$ cat src/sv/lgf_pkg.sv
// Shared types, constants and frame-byte helpers for the level gauge frame encoder.
// No dependencies; imported by every module of the block.
package lgf_pkg;

    localparam int COLOUR_COUNT = 7;
    localparam int COLOUR_W     = 3;
    localparam int MASK_W       = 3;

    // level = sample*100/255 crosses 33, 66 and 100 at these sample values
    localparam logic [7:0] LIT0_MIN = 8'd85;
    localparam logic [7:0] LIT1_MIN = 8'd169;
    localparam logic [7:0] LIT2_MIN = 8'd255;

    localparam int START_BYTES   = 4;
    localparam int LED_COUNT     = 3;
    localparam int BYTES_PER_LED = 4;
    localparam int END_BYTES     = 4;
    localparam int FRAME_BYTES   = START_BYTES + LED_COUNT * BYTES_PER_LED + END_BYTES;
    localparam int IDX_W         = $clog2(FRAME_BYTES);

    localparam logic [7:0] START_BYTE  = 8'h00;
    localparam logic [7:0] END_BYTE    = 8'hFF;
    localparam logic [7:0] HEADER_BITS = 8'hE0;
    localparam logic [7:0] BRIGHT_MASK = 8'h1F;

    localparam logic [1:0] POS_HEADER = 2'd0;
    localparam logic [1:0] POS_BLUE   = 2'd1;
    localparam logic [1:0] POS_GREEN  = 2'd2;
    localparam logic [1:0] POS_RED    = 2'd3;

    localparam int QUEUE_DEPTH = 2;
    localparam int QPTR_W      = $clog2(QUEUE_DEPTH);
    localparam int QLVL_W      = $clog2(QUEUE_DEPTH + 1);

    // {red, green, blue}
    localparam logic [23:0] COLOUR_TABLE [8] = '{
        24'hFF0000, 24'h00FF00, 24'h0000FF, 24'hFFFF00,
        24'h00FFFF, 24'hFF00FF, 24'hFFFFFF, 24'h000000
    };

    typedef struct packed {
        logic [MASK_W-1:0]   mask;
        logic [COLOUR_W-1:0] colour;
    } frame_entry_t;

    function automatic logic [7:0] frame_byte(
        input logic [IDX_W-1:0]    idx,
        input logic [MASK_W-1:0]   mask,
        input logic [COLOUR_W-1:0] colour
    );
        logic [IDX_W-1:0] rel;
        logic [1:0]       led;
        logic [1:0]       pos;
        logic [23:0]      rgb;
        logic [7:0]       b;
        rel = idx - IDX_W'(START_BYTES);
        led = rel[3:2];
        pos = rel[1:0];
        rgb = COLOUR_TABLE[colour];
        if (idx < IDX_W'(START_BYTES))
            b = START_BYTE;
        else if (idx >= IDX_W'(START_BYTES + LED_COUNT * BYTES_PER_LED))
            b = END_BYTE;
        else begin
            case (pos)
                POS_HEADER: b = HEADER_BITS | ({7'd0, mask[led]} & BRIGHT_MASK);
                POS_BLUE:   b = rgb[7:0];
                POS_GREEN:  b = rgb[15:8];
                POS_RED:    b = rgb[23:16];
                default:    b = START_BYTE;
            endcase
        end
        return b;
    endfunction

endpackage

$ cat src/sv/lgf_front.sv
// Front end: classifies a sample into a bar mask and steps the colour index.
// Depends on lgf_pkg.
module lgf_front (
    input  logic                 clk,
    input  logic                 rst_n,
    input  logic                 accept,
    input  logic [7:0]           pot_sample,
    output logic                 push,
    output lgf_pkg::frame_entry_t entry
);
    import lgf_pkg::*;

    logic [MASK_W-1:0]   prev_mask_reg, prev_mask_next;
    logic [COLOUR_W-1:0] colour_reg, colour_next;
    logic [MASK_W-1:0]   mask;
    logic [COLOUR_W-1:0] stepped;

    always_comb
    begin
        mask[0] = (pot_sample >= LIT0_MIN);
        mask[1] = (pot_sample >= LIT1_MIN);
        mask[2] = (pot_sample == LIT2_MIN);
        // wrap to the first colour at or past the last one
        if (colour_reg >= COLOUR_W'(COLOUR_COUNT - 1))
            stepped = '0;
        else
            stepped = colour_reg + COLOUR_W'(1);
        colour_next    = (mask != prev_mask_reg) ? stepped : colour_reg;
        prev_mask_next = mask;
    end

    always_ff @(posedge clk or negedge rst_n)
    begin
        if (!rst_n)
        begin
            prev_mask_reg <= '0;
            colour_reg    <= COLOUR_W'(COLOUR_COUNT - 1);
        end
        else if (accept)
        begin
            prev_mask_reg <= prev_mask_next;
            colour_reg    <= colour_next;
        end
    end

    assign push         = accept;
    assign entry.mask   = mask;
    assign entry.colour = colour_next;

endmodule

$ cat src/sv/lgf_queue.sv
// Short queue of classified frames between front and back end.
// Depends on lgf_pkg.
module lgf_queue (
    input  logic                      clk,
    input  logic                      rst_n,
    input  logic                      push,
    input  lgf_pkg::frame_entry_t     wr_entry,
    input  logic                      pop,
    output lgf_pkg::frame_entry_t     head,
    output logic                      full,
    output logic                      nonempty,
    output logic [lgf_pkg::QLVL_W-1:0] level
);
    import lgf_pkg::*;

    frame_entry_t        slot_reg [QUEUE_DEPTH];
    logic [QPTR_W-1:0]   wr_ptr_reg, wr_ptr_next;
    logic [QPTR_W-1:0]   rd_ptr_reg, rd_ptr_next;
    logic [QLVL_W-1:0]   level_reg, level_next;

    function automatic logic [QPTR_W-1:0] ptr_inc(input logic [QPTR_W-1:0] p);
        return (p == QPTR_W'(QUEUE_DEPTH - 1)) ? '0 : p + QPTR_W'(1);
    endfunction

    always_comb
    begin
        wr_ptr_next = push ? ptr_inc(wr_ptr_reg) : wr_ptr_reg;
        rd_ptr_next = pop  ? ptr_inc(rd_ptr_reg) : rd_ptr_reg;
        level_next  = level_reg + QLVL_W'(push) - QLVL_W'(pop);
    end

    always_ff @(posedge clk or negedge rst_n)
    begin
        if (!rst_n)
        begin
            wr_ptr_reg <= '0;
            rd_ptr_reg <= '0;
            level_reg  <= '0;
        end
        else
        begin
            wr_ptr_reg <= wr_ptr_next;
            rd_ptr_reg <= rd_ptr_next;
            level_reg  <= level_next;
        end
    end

    always_ff @(posedge clk)
    begin
        if (push)
            slot_reg[wr_ptr_reg] <= wr_entry;
    end

    assign head     = slot_reg[rd_ptr_reg];
    assign full     = (level_reg == QLVL_W'(QUEUE_DEPTH));
    assign nonempty = (level_reg != '0);
    assign level    = level_reg;

endmodule

$ cat src/sv/lgf_back.sv
// Back end: walks the 20-byte LED stream for the queue head into an output register.
// Depends on lgf_pkg.
module lgf_back (
    input  logic                  clk,
    input  logic                  rst_n,
    input  logic                  nonempty,
    input  lgf_pkg::frame_entry_t head,
    output logic                  pop,
    output logic                  out_valid,
    input  logic                  out_stall,
    output logic [7:0]            spi_byte,
    output logic                  frame_last
);
    import lgf_pkg::*;

    logic [IDX_W-1:0] idx_reg, idx_next;
    logic             valid_reg, valid_next;
    logic [7:0]       byte_reg;
    logic             last_reg;
    logic             load;
    logic             at_end;

    always_comb
    begin
        load   = nonempty && (!valid_reg || !out_stall);
        at_end = (idx_reg == IDX_W'(FRAME_BYTES - 1));
        if (load)
            idx_next = at_end ? '0 : idx_reg + IDX_W'(1);
        else
            idx_next = idx_reg;
        if (load)
            valid_next = 1'b1;
        else if (!out_stall)
            valid_next = 1'b0;
        else
            valid_next = valid_reg;
    end

    always_ff @(posedge clk or negedge rst_n)
    begin
        if (!rst_n)
        begin
            idx_reg   <= '0;
            valid_reg <= 1'b0;
        end
        else
        begin
            idx_reg   <= idx_next;
            valid_reg <= valid_next;
        end
    end

    always_ff @(posedge clk)
    begin
        if (load)
        begin
            byte_reg <= frame_byte(idx_reg, head.mask, head.colour);
            last_reg <= at_end;
        end
    end

    // release the queue entry once its final byte is loaded
    assign pop        = load && at_end;
    assign out_valid  = valid_reg;
    assign spi_byte   = byte_reg;
    assign frame_last = last_reg;

endmodule

$ cat src/sv/apa102_level_gauge_frame.sv
// Each accepted sample is classified and queued; the back end registers its 20-byte stream
// one byte per cycle unless out_stall holds it, and that rate bounds the sample throughput;
// a two-entry queue lets samples be taken while a stream is still going out.
// Reset (rst_n, async): previous mask 0, colour index white, queue and output empty.
// Depends on lgf_pkg, lgf_front, lgf_queue, lgf_back.
module apa102_level_gauge_frame (
    input  logic       clk,
    input  logic       rst_n,
    input  logic       in_valid,
    output logic       in_stall,
    input  logic [7:0] pot_sample,
    output logic       out_valid,
    input  logic       out_stall,
    output logic [7:0] spi_byte,
    output logic       frame_last
);
    import lgf_pkg::*;

    logic              accept;
    logic              push;
    logic              pop;
    logic              full;
    logic              nonempty;
    logic [QLVL_W-1:0] level;
    frame_entry_t      wr_entry;
    frame_entry_t      head;

    assign in_stall = full;
    assign accept   = in_valid && !full;

    lgf_front u_front (
        .clk        (clk),
        .rst_n      (rst_n),
        .accept     (accept),
        .pot_sample (pot_sample),
        .push       (push),
        .entry      (wr_entry)
    );

    lgf_queue u_queue (
        .clk      (clk),
        .rst_n    (rst_n),
        .push     (push),
        .wr_entry (wr_entry),
        .pop      (pop),
        .head     (head),
        .full     (full),
        .nonempty (nonempty),
        .level    (level)
    );

    lgf_back u_back (
        .clk        (clk),
        .rst_n      (rst_n),
        .nonempty   (nonempty),
        .head       (head),
        .pop        (pop),
        .out_valid  (out_valid),
        .out_stall  (out_stall),
        .spi_byte   (spi_byte),
        .frame_last (frame_last)
    );

    a_last_is_end: assert property (@(posedge clk) disable iff (!rst_n)
        out_valid && frame_last |-> spi_byte == END_BYTE)
        else $error("last byte of a frame is not an end byte");

    a_pop_nonempty: assert property (@(posedge clk) disable iff (!rst_n)
        pop |-> level != '0)
        else $error("queue popped while empty");

    a_level_bound: assert property (@(posedge clk) disable iff (!rst_n)
        level <= QLVL_W'(QUEUE_DEPTH))
        else $error("queue level beyond depth");

    a_push_room: assert property (@(posedge clk) disable iff (!rst_n)
        push |=> level != '0)
        else $error("pushed transaction lost from queue");

endmodule

$ cat config.mk
export PLATFORM = sky130hd
export DESIGN_NAME = apa102_level_gauge_frame
export DESIGN_NICKNAME = d
export VERILOG_FILES = /design/src/sv/lgf_pkg.sv /design/src/sv/lgf_front.sv /design/src/sv/lgf_queue.sv /design/src/sv/lgf_back.sv /design/src/sv/apa102_level_gauge_frame.sv
export SDC_FILE = /design/constraint.sdc
export NUM_CORES = 1
export LEC_CHECK = 0
export BUFFER_PORTS_ARGS = -buffer_cell sky130_fd_sc_hd__buf_2
export CORE_UTILIZATION = 45
export DETAILED_ROUTE_END_ITERATION = 8
export SETUP_SLACK_MARGIN = 0.15
export SLEW_MARGIN = 20
export SYNTH_ARGS = -nofsm -noshare
export SYNTH_HDL_FRONTEND = slang
export SYNTH_SLANG_ARGS = --single-unit
$ cat constraint.sdc
create_clock -name clk -period 2.42 [get_ports clk]
set_input_delay 0.726 -clock clk [delete_from_list [all_inputs] [get_ports clk]]
set_output_delay 0.726 -clock clk [all_outputs]
set_load 0.03 [all_outputs]
After elaboration in Yosys (flattened, before gate mapping)
Memory sizes are Yosys's and may differ from the RTL's.
Index checks and enable logic that the tools add are counted.
{"block": "word_totals", "ff_bits": 25, "mem_bits_rw": 12, "mem_bits_ro": 192, "inputBits": 12, "elab_cells": 58, "n_memories": 2}
{"block": "classes", "n_addsub": 7, "n_lt_le_gt_ge": 7, "n_eq_ne": 8, "mux": 15, "bitwise": 1, "n_reduce_logical": 9}
{"name": "(name not given)", "words": 8, "word_bits": 24, "read_ports": 1, "rd_ports_with_merged_regs": 0, "write_ports": 0, "line_no": "lgf_pkg.sv:59", "text": "rgb = COLOUR_TABLE[colour];"}
{"name": "u_queue.slot_reg", "words": 2, "word_bits": 6, "read_ports": 1, "rd_ports_with_merged_regs": 0, "write_ports": 1, "line_no": "lgf_queue.sv:16", "text": "frame_entry_t slot_reg [QUEUE_DEPTH];"}
{"op": "$mux W24", "n": 2}
{"op": "$pmux W8 S4", "n": 1}
{"op": "$eq A8 B8 Y1 const B", "n": 1}
{"op": "$ge A8 B7 Y1 const B", "n": 1}
{"op": "$ge A8 B8 Y1 const B", "n": 1}
{"op": "$mux W8", "n": 1}
{"op": "$mux W1", "n": 7}
{"op": "$eq A2 B2 Y1 const B", "n": 3}
{"op": "$mux W3", "n": 2}
{"op": "$add A5 B1 Y5 const B", "n": 1}
{"op": "$eq A5 B5 Y1 const B", "n": 1}
{"op": "$ge A5 B5 Y1 const B", "n": 1}
{"op": "$lt A5 B3 Y1 const B", "n": 1}
{"op": "$mux W5", "n": 1}
{"op": "$ge A4 B4 Y1 const B", "n": 1}
{"op": "$not A3 Y4", "n": 1}
{"op": "$sub A4 B3 Y4 const B", "n": 1}
{"op": "$add A3 B1 Y3 const B", "n": 1}
{"op": "$ge A3 B3 Y1 const B", "n": 1}
{"op": "$logic_and A1 B1 Y1", "n": 3}
{"op": "$logic_not A1 Y1", "n": 3}
{"op": "$lt A2 B3 Y1 const B", "n": 1}
{"op": "$ne A3 B3 Y1", "n": 1}
{"op": "$add A1 B1 Y1 const B", "n": 2}
{"op": "8 further kinds", "n": 8}

Logic depth before layout (Yosys ltp)
Gate-level depths: netlist (run 1).
An unclocked memory read counts as a cell.
{"block": "depth", "word_depth": 7, "mapped_depth": 9, "ltp_nobuf": 9}

By module
From an unflattened synthesis (run 1), not the netlist that was laid out.
{"block": "unflattened", "cells_unflattened": 148, "area_unflattened_um2": 1819.2}
{"mod": "lgf_back", "n_inst": 1, "cells_each": 68, "area_each_um2": 678.2, "seq_area_each_um2": 270.3}
{"mod": "lgf_queue", "n_inst": 1, "cells_each": 34, "area_each_um2": 660.6, "seq_area_each_um2": 460.4}
{"mod": "lgf_front", "n_inst": 1, "cells_each": 45, "area_each_um2": 466.7, "seq_area_each_um2": 152.6}
{"mod": "apa102_level_gauge_frame", "n_inst": 1, "cells_each": 1, "area_each_um2": 13.8, "seq_area_each_um2": 0.0}

Worst setup path after synthesis (run 1)
No wires, ideal clock.
{"block": "synth_path", "path_type": "input port to flip-flop", "startpoint": "input pot_sample[5]", "endpoint": "memory u_queue.slot_reg[0][0] (netlist bit), data pin", "setup_ps": 266, "arrival_ps": 1828, "t_required_ps": 2154, "slack_ps": 326, "path_stages": 5, "n_path_buf": 0, "path_cell_list": "o21ai_0 a22o_2 xnor2_2 nor3_2 mux2_1"}
{"block": "synth_via", "elab_chain_cells": 3}
{"item": "start, declared", "line_no": "apa102_level_gauge_frame.sv:11", "text": "input logic [7:0] pot_sample,"}
{"item": "$ge A8 B7 Y1 (tied with other cells)", "line_no": "lgf_front.sv:20", "text": "mask[0] = (pot_sample >= LIT0_MIN);"}
{"item": "$ne A3 B3 Y1 (*)", "line_no": "lgf_front.sv:28", "text": "colour_next = (mask != prev_mask_reg) ? stepped : colour_reg;"}
{"item": "$mux W3 (*)", "line_no": "lgf_front.sv:28"}
{"item": "net u_front.colour_next[0]", "line_no": "lgf_front.sv:14", "text": "logic [COLOUR_W-1:0] colour_reg, colour_next;"}
{"item": "end, declared", "line_no": "lgf_queue.sv:16"}
Mark *: on every way through the listed nets, which the timed path passes. The rest lies on a longest branch.

Worst setup path after layout (run 1)
{"block": "layout_path", "startpoint": "input pot_sample[7]", "endpoint": "memory u_queue.slot_reg[0][0] (netlist bit), data pin"}
The elaborated chain is that of the path after synthesis.

==> flow_summary.toml, run 1 <==
[status]
outcome = "finished clean"

[power_and_ir_drop]
clkPwrFrac_pct = 16.7
cellLeakagePower_nw = 0.8930
cellInternalPower_mw = 1.571
power_mw = 2.636
vdd_drop_max_mv = 0.5832
combPwrFrac_pct = 42.9
p_sw_share_pct = 40.40
seq_power_share_pct = 40.4
power_density_nw_per_um2 = 1330
power.switching_mw = 1.065

[timing]
timing.hold.ws_ns = 0.3601
worst_pin_slew_ns = 0.5140
final-max-slew-violation-count = 0
clock_skew_ns = 0.008321
tns_ns = 0
rsz0062_at_grt = "no"
maxSlewHeadroom_pct = 65.61
hold_violations = 0
timing.final.ws_setup_ns = 0.3502
fin_crit_ns = 2.070
setup_viol = 0
fmax_mhz = 483.1
fin_crit_sh_pct = 85.53

[clock_tree]
clockBufferDepth = 2
cts_resized = 0
cts_buffers = 5
cts.sinks = 32
post_cts_buffers = 0
htree_levels = 2
clk_pin_slew_worst_paths_ns = 0.07
cts_tree = "built"
cts_hold_buf = 0
root_buffer = "clkbuf_8"
clock_latency_ns = 0.28

[placed_design]
dp_cells = 221
post_dp_cell_area_um2 = 1882
hpwlAfterDp_mm = 2.401
finalWeightedCongestion = 0.7803
port-buffer-count = 22
pre_cts_slack_ns = 0.07360

[routing]
drt-initial-drc-count = 54
dr.pass1.iters = 4
wl_mm = 3.023
drc_errors = 0
viasPerCell = 5.253
ant_nets = 0
routedWlPerCell_um = 13.20
vias = 1203

[worst_setup_path]
reg2reg_depth = 9
r2r-end = "u_queue.level[1]"
cp-end-kind = "register"
setup.worst_path.start_class = "input pin"
cp_data_required_time_ns = 2.43
r2r_start = "u_back.idx_reg[2]"
r2r_slack_ns = 0.50
path_class = "input pin to register"
cp_max_fo = 4
arrival_ns = 2.08

[logic_synthesis]
synth.avg_cell_area_um2 = 11.17
synth_top_family_by_area = "simple AND/OR/NAND/NOR gates"
synth_fa_ha_area_share_pct = 7.846
yosysTopAreaCellShare_pct = 27.39
ys_ff_latch = 32
yosysWarnings = 0
yosys.area.top_type = "edfxtp_1"
ys_types = 39
syn_nets = 180
syn-cell-area_um2 = 1754
synth-compound-area-share_pct = 10.91
ys_top_cells_by_area = "edfxtp_1 (27%), dfrtp_1 (20%), ha_1 (7.8%)"
async_reset_ff_share_pct = 50.00
yosysSeqAreaShare_pct = 50.36
synth_edf_count = 16
synthTopCellsByCount = "nand2_1 (19), edfxtp_1 (16), inv_1 (15)"
synth.most_common_cell = "nand2_1"
synth_xor_area_share_pct = 6.277
synthFlopType = "edfxtp_1"
synth_mux_area_share_pct = 5.563
syn_inst = 157
synth-simple-area-share_pct = 13.41

[final_layout]
multi_input_area_um2 = 772.0
layout.nets = 203
diodes = 0
n_fill_cell = 339
seqCellArea_um2 = 883.3
fin_util_pct = 53.73
area_growth_pct = 12.98
layout-drive-gt1-share_pct = 22.65
final_area_um2 = 1982
largest_reg_flops = 12
layout.cells.non_filler = 229

[die]
pin_count = 23
fp.dieW_um = 64.44
dieArea_um2 = 4152
coreArea_um2 = 3689
rows = 22
die_h_um = 64.44
start_util_pct = 47.56

[grt]
grt_pass1_vias = 1228
track_usage_pct = 17.32
grt_pass1_wl_mm = 5.395
grt_antenna_before_repair = 0
grt_max_degree = 17
globalRouteOverflowTotal = 0

[run]
cap_violations = 0

[worst_hold_path]
hold_path.class = "input pin to async pin"
-- how the worst max path moves through the flow --
stage,to,depth (start not counted),start,slack (ns)
CTS,u_queue.slot_reg[0][0],6,pot_sample[5],0.37
floorplan,u_queue.slot_reg[0][0],5,pot_sample[5],0.33
detailed placement,u_queue.slot_reg[1][0],6,pot_sample[5],0.07
global route,u_queue.slot_reg[0][1],6,pot_sample[7],0.29
global placement,u_queue.slot_reg[1][1],6,pot_sample[5],0.14
finish,u_queue.slot_reg[0][0],6,pot_sample[7],0.35
-- per-layer routing --
metal	up-vias	routed length (µm)	track usage [%]
li1	584	-	-
met1	571	1268	18.69
met5	-	0	0
met2	40	1573	31.58
met4	0	47	7.222
met3	8	134	4.754
-- power by group through the flow --
stage / Combinational, mW / Sequential, mW / Clock (mW)
after floorplan: 0.881 / 1.09 / 0
after global placement: 1.09 / 1.06 / 0
after detailed placement: 1.13 / 1.08 / 0
after CTS: 1.14 / 1.07 / 0.459
after global routing: 1.27 / 1.11 / 0.482
final: 1.13 / 1.06 / 0.440
-- cells in the final DEF, fill, tap and decap left out, drive strengths merged --
cell type	Yosys	layout
dfstp	2	2
o22ai	1	1
xnor2	5	5
a21oi	2	2
xor2	5	5
mux4	1	1
a2bb2oi	1	1
o311a	1	1
a21o	1	1
edfxtp	16	16
a22o	1	1
and3	1	1
a211oi	1	1
buf	6	22
nand3	6	6
o21ai	10	10
mux2i	3	3
o2bb2ai	1	1
clkbuf	0	8
o311ai	1	1
dfrtp	14	14
nor2	10	10
nand2	19	19
nand2b	2	2
inv	15	15
or3	1	1
nor3	5	5
and2	1	1
o31ai	6	6
mux2	4	4
a22oi	1	1
ha	11	11
nor2b	3	3
-- cells by family (layout without fill, tap and decap cells) --
kind of cell / Yosys count / after routing
AOI/OAI and AO/OA: 27 / 27
xor gates and xnor gates: 10 / 10
adders and majority gates: 11 / 11
buffers and inverters: 21 / 45
DFF: 32 / 32
muxes: 8 / 8
and+or+nand+nor: 48 / 48
-- area by class of cell --
| cell class | instances | area share (%) |
|---|---|---|
| flip-flops and latches | 32 | 44.57 |
| multi-input cells | 104 | 38.95 |
| repair buffers | 22 | 5.556 |
| clock buffers | 8 | 5.051 |
| well taps | 48 | 3.030 |
| inverters | 15 | 2.841 |
-- critical path, cell delays in order --
cell and delay (ns):
buf_2 0.12, nor3_1 0.25, a22o_2 0.22, xnor2_2 0.10, nor3_2 0.29, mux2_1 0.38
Note: power is estimated with default switching activity, not from simulation.
==> run 2, diff against run 1 <==
--- a/config.mk
+++ b/config.mk
@@ -6,8 +6,10 @@
 export NUM_CORES = 1
 export LEC_CHECK = 0
 export BUFFER_PORTS_ARGS = -buffer_cell sky130_fd_sc_hd__buf_2
+export CORE_MARGIN = 5
 export CORE_UTILIZATION = 45
 export DETAILED_ROUTE_END_ITERATION = 8
+export MAX_ROUTING_LAYER = met4
 export SETUP_SLACK_MARGIN = 0.15
 export SLEW_MARGIN = 20
 export SYNTH_ARGS = -nofsm -noshare
==> run 2 against run 1 <==
Against the previous run: sequential share of layout area grew 0.056 points; utilization shrank 0.47 points; non-clock buffer count is the same; sequential power is essentially flat; first-iteration DRC count shrank 35%; via count grew 0.25%; count of clock-buffer cells in the layout shrank 2; maximum frequency shrank 0.96%; critical path type unchanged; combinational power is essentially flat; register-to-register slack gained 0.03 ns.
==> flow_summary.toml, run 2 (synthesized netlist as in run 1, its figures left out) <==
[timing]
clock_skew_ns = 0.007835
hold_violations = 0
setup_viol = 0
tns_ns = 0
maxSlewHeadroom_pct = 64.97
fmax_mhz = 478.5
rsz0062_at_grt = "no"
worst_pin_slew_ns = 0.5235
fin_crit_ns = 2.090
timing.hold.ws_ns = 0.3529
final-max-slew-violation-count = 0
fin_crit_sh_pct = 86.36

[worst_setup_path]
slowest_stage = "mux2_1"
cp_slowest_stage_delay_ns = 0.38
worstSetupStartpoint = "pot_sample[2]"
crit_chain = "buf_2 > nor3_1 > o22ai_2 > xor2_2 > nor3_2 > mux2_1"
cp-end-kind = "register"
r2r_start = "u_back.idx_reg[2]"
setup.worst_path.start_class = "input pin"
arrival_ns = 2.12
reg2reg_depth = 9
path_class = "input pin to register"
cp_data_required_time_ns = 2.45
cp_max_fo = 4
cp-endpoint = "u_queue.slot_reg[1][1]"
r2r_slack_ns = 0.53
r2r-end = "u_queue.level[1]"

[final_layout]
area_growth_pct = 12.84
diodes = 0
final_cell_mix = "buf_2 (22), nand2_1 (19), edfxtp_1 (16)"
final_common_cell = "buf_2"
layout.nets = 203
layout-drive-gt1-share_pct = 23.20
largest_reg_flops = 12
fin_util_pct = 53.27

[routing]
drc_errors = 0
dr.pass1.iters = 4
drt-initial-drc-count = 35
viasPerCell = 5.266
vias = 1206
routedWlPerCell_um = 13.87
wl_mm = 3.177
ant_nets = 0

[power_and_ir_drop]
power_mw = 2.630
vdd_drop_max_mv = 0.5720
cellLeakagePower_nw = 0.8849
power_density_nw_per_um2 = 1329

[status]
outcome = "finished clean"

[clock_tree]
cts_hold_buf = 0
htree_levels = 2
root_buffer = "clkbuf_8"
post_cts_buffers = 0
cts_resized = 0
clk_pin_slew_worst_paths_ns = 0.07
clockBufferDepth = 2
cts_buffers = 5
cts_tree = "built"
clock_latency_ns = 0.28
cts.sinks = 32

[placed_design]
hpwlAfterDp_mm = 2.524
finalWeightedCongestion = 0.7936
port-buffer-count = 22

[die]
start_util_pct = 47.21
fp.dieW_um = 72.44
die_h_um = 72.44
rows = 22
pin_count = 23
dieArea_um2 = 5247
coreArea_um2 = 3716

[grt]
grt_pass1_wl_mm = 5.430
track_usage_pct = 14.26
grt_pass1_vias = 1224
globalRouteOverflowTotal = 0
grt_antenna_before_repair = 0
grt_max_degree = 17

[run]
cap_violations = 0

[worst_hold_path]
hold_path.class = "input pin to async pin"
run 2: metal layers:
layer	track usage [%]	vias up	wire, µm
met3	2.909	6	154
met4	8.197	0	79
met5	-	-	0
li1	-	586	-
met1	14.83	582	1236
met2	24.87	32	1707
run 2: stage by stage:
stage	area, µm²	setup slack, ns	instances
after detailed placement	1882	0.03243	221
final	1979	0.3301	229
after floorplan	1754	0.3257	157
after global placement	1882	0.1347	221
after CTS	1979	0.3343	229
after global routing	1979	0.2239	229
run 2: layout make-up:
cell class | count | area, µm²
Inverter | 15 | 56.30
Clock buffer | 6 | 82.58
Multi-Input combinational cell | 104 | 772.0
Sequential cell | 32 | 883.3
Tap cell | 48 | 60.06
Timing Repair Buffer | 22 | 110.1
Fill cell | 339 | 1737
Clock inverter | 2 | 15.01
run 2: how the worst min path moves through the flow:
stage / endpoint / slack, ns / cells past startpoint
after floorplan: u_back.idx_reg[0] / 0.43 / 0
after global placement: u_back.out_valid / 0.46 / 2
after detailed placement: u_back.out_valid / 0.47 / 2
after CTS: u_queue.level[0] / 0.36 / 1
after global routing: u_queue.level[1] / 0.37 / 1
final: u_queue.level[1] / 0.35 / 1
run 2: worst max-delay path, delay by kind of cell:
| kind | cells | cell delay [ns] |
|---|---|---|
| AOI/OAI and AO/OA | 1 | 0.16 |
| buffers and inverters | 1 | 0.12 |
| and+or+nand+nor | 2 | 0.55 |
| muxes | 1 | 0.38 |
| xor gates and xnor gates | 1 | 0.19 |
run 2: power breakdown:
group / switching [mW] / internal (mW) / total [mW]
combinational: 0.686 / 0.448 / 1.13
clock: 0.205 / 0.230 / 0.435
sequential: 0.196 / 0.865 / 1.06
total: 1.09 / 1.54 / 2.63
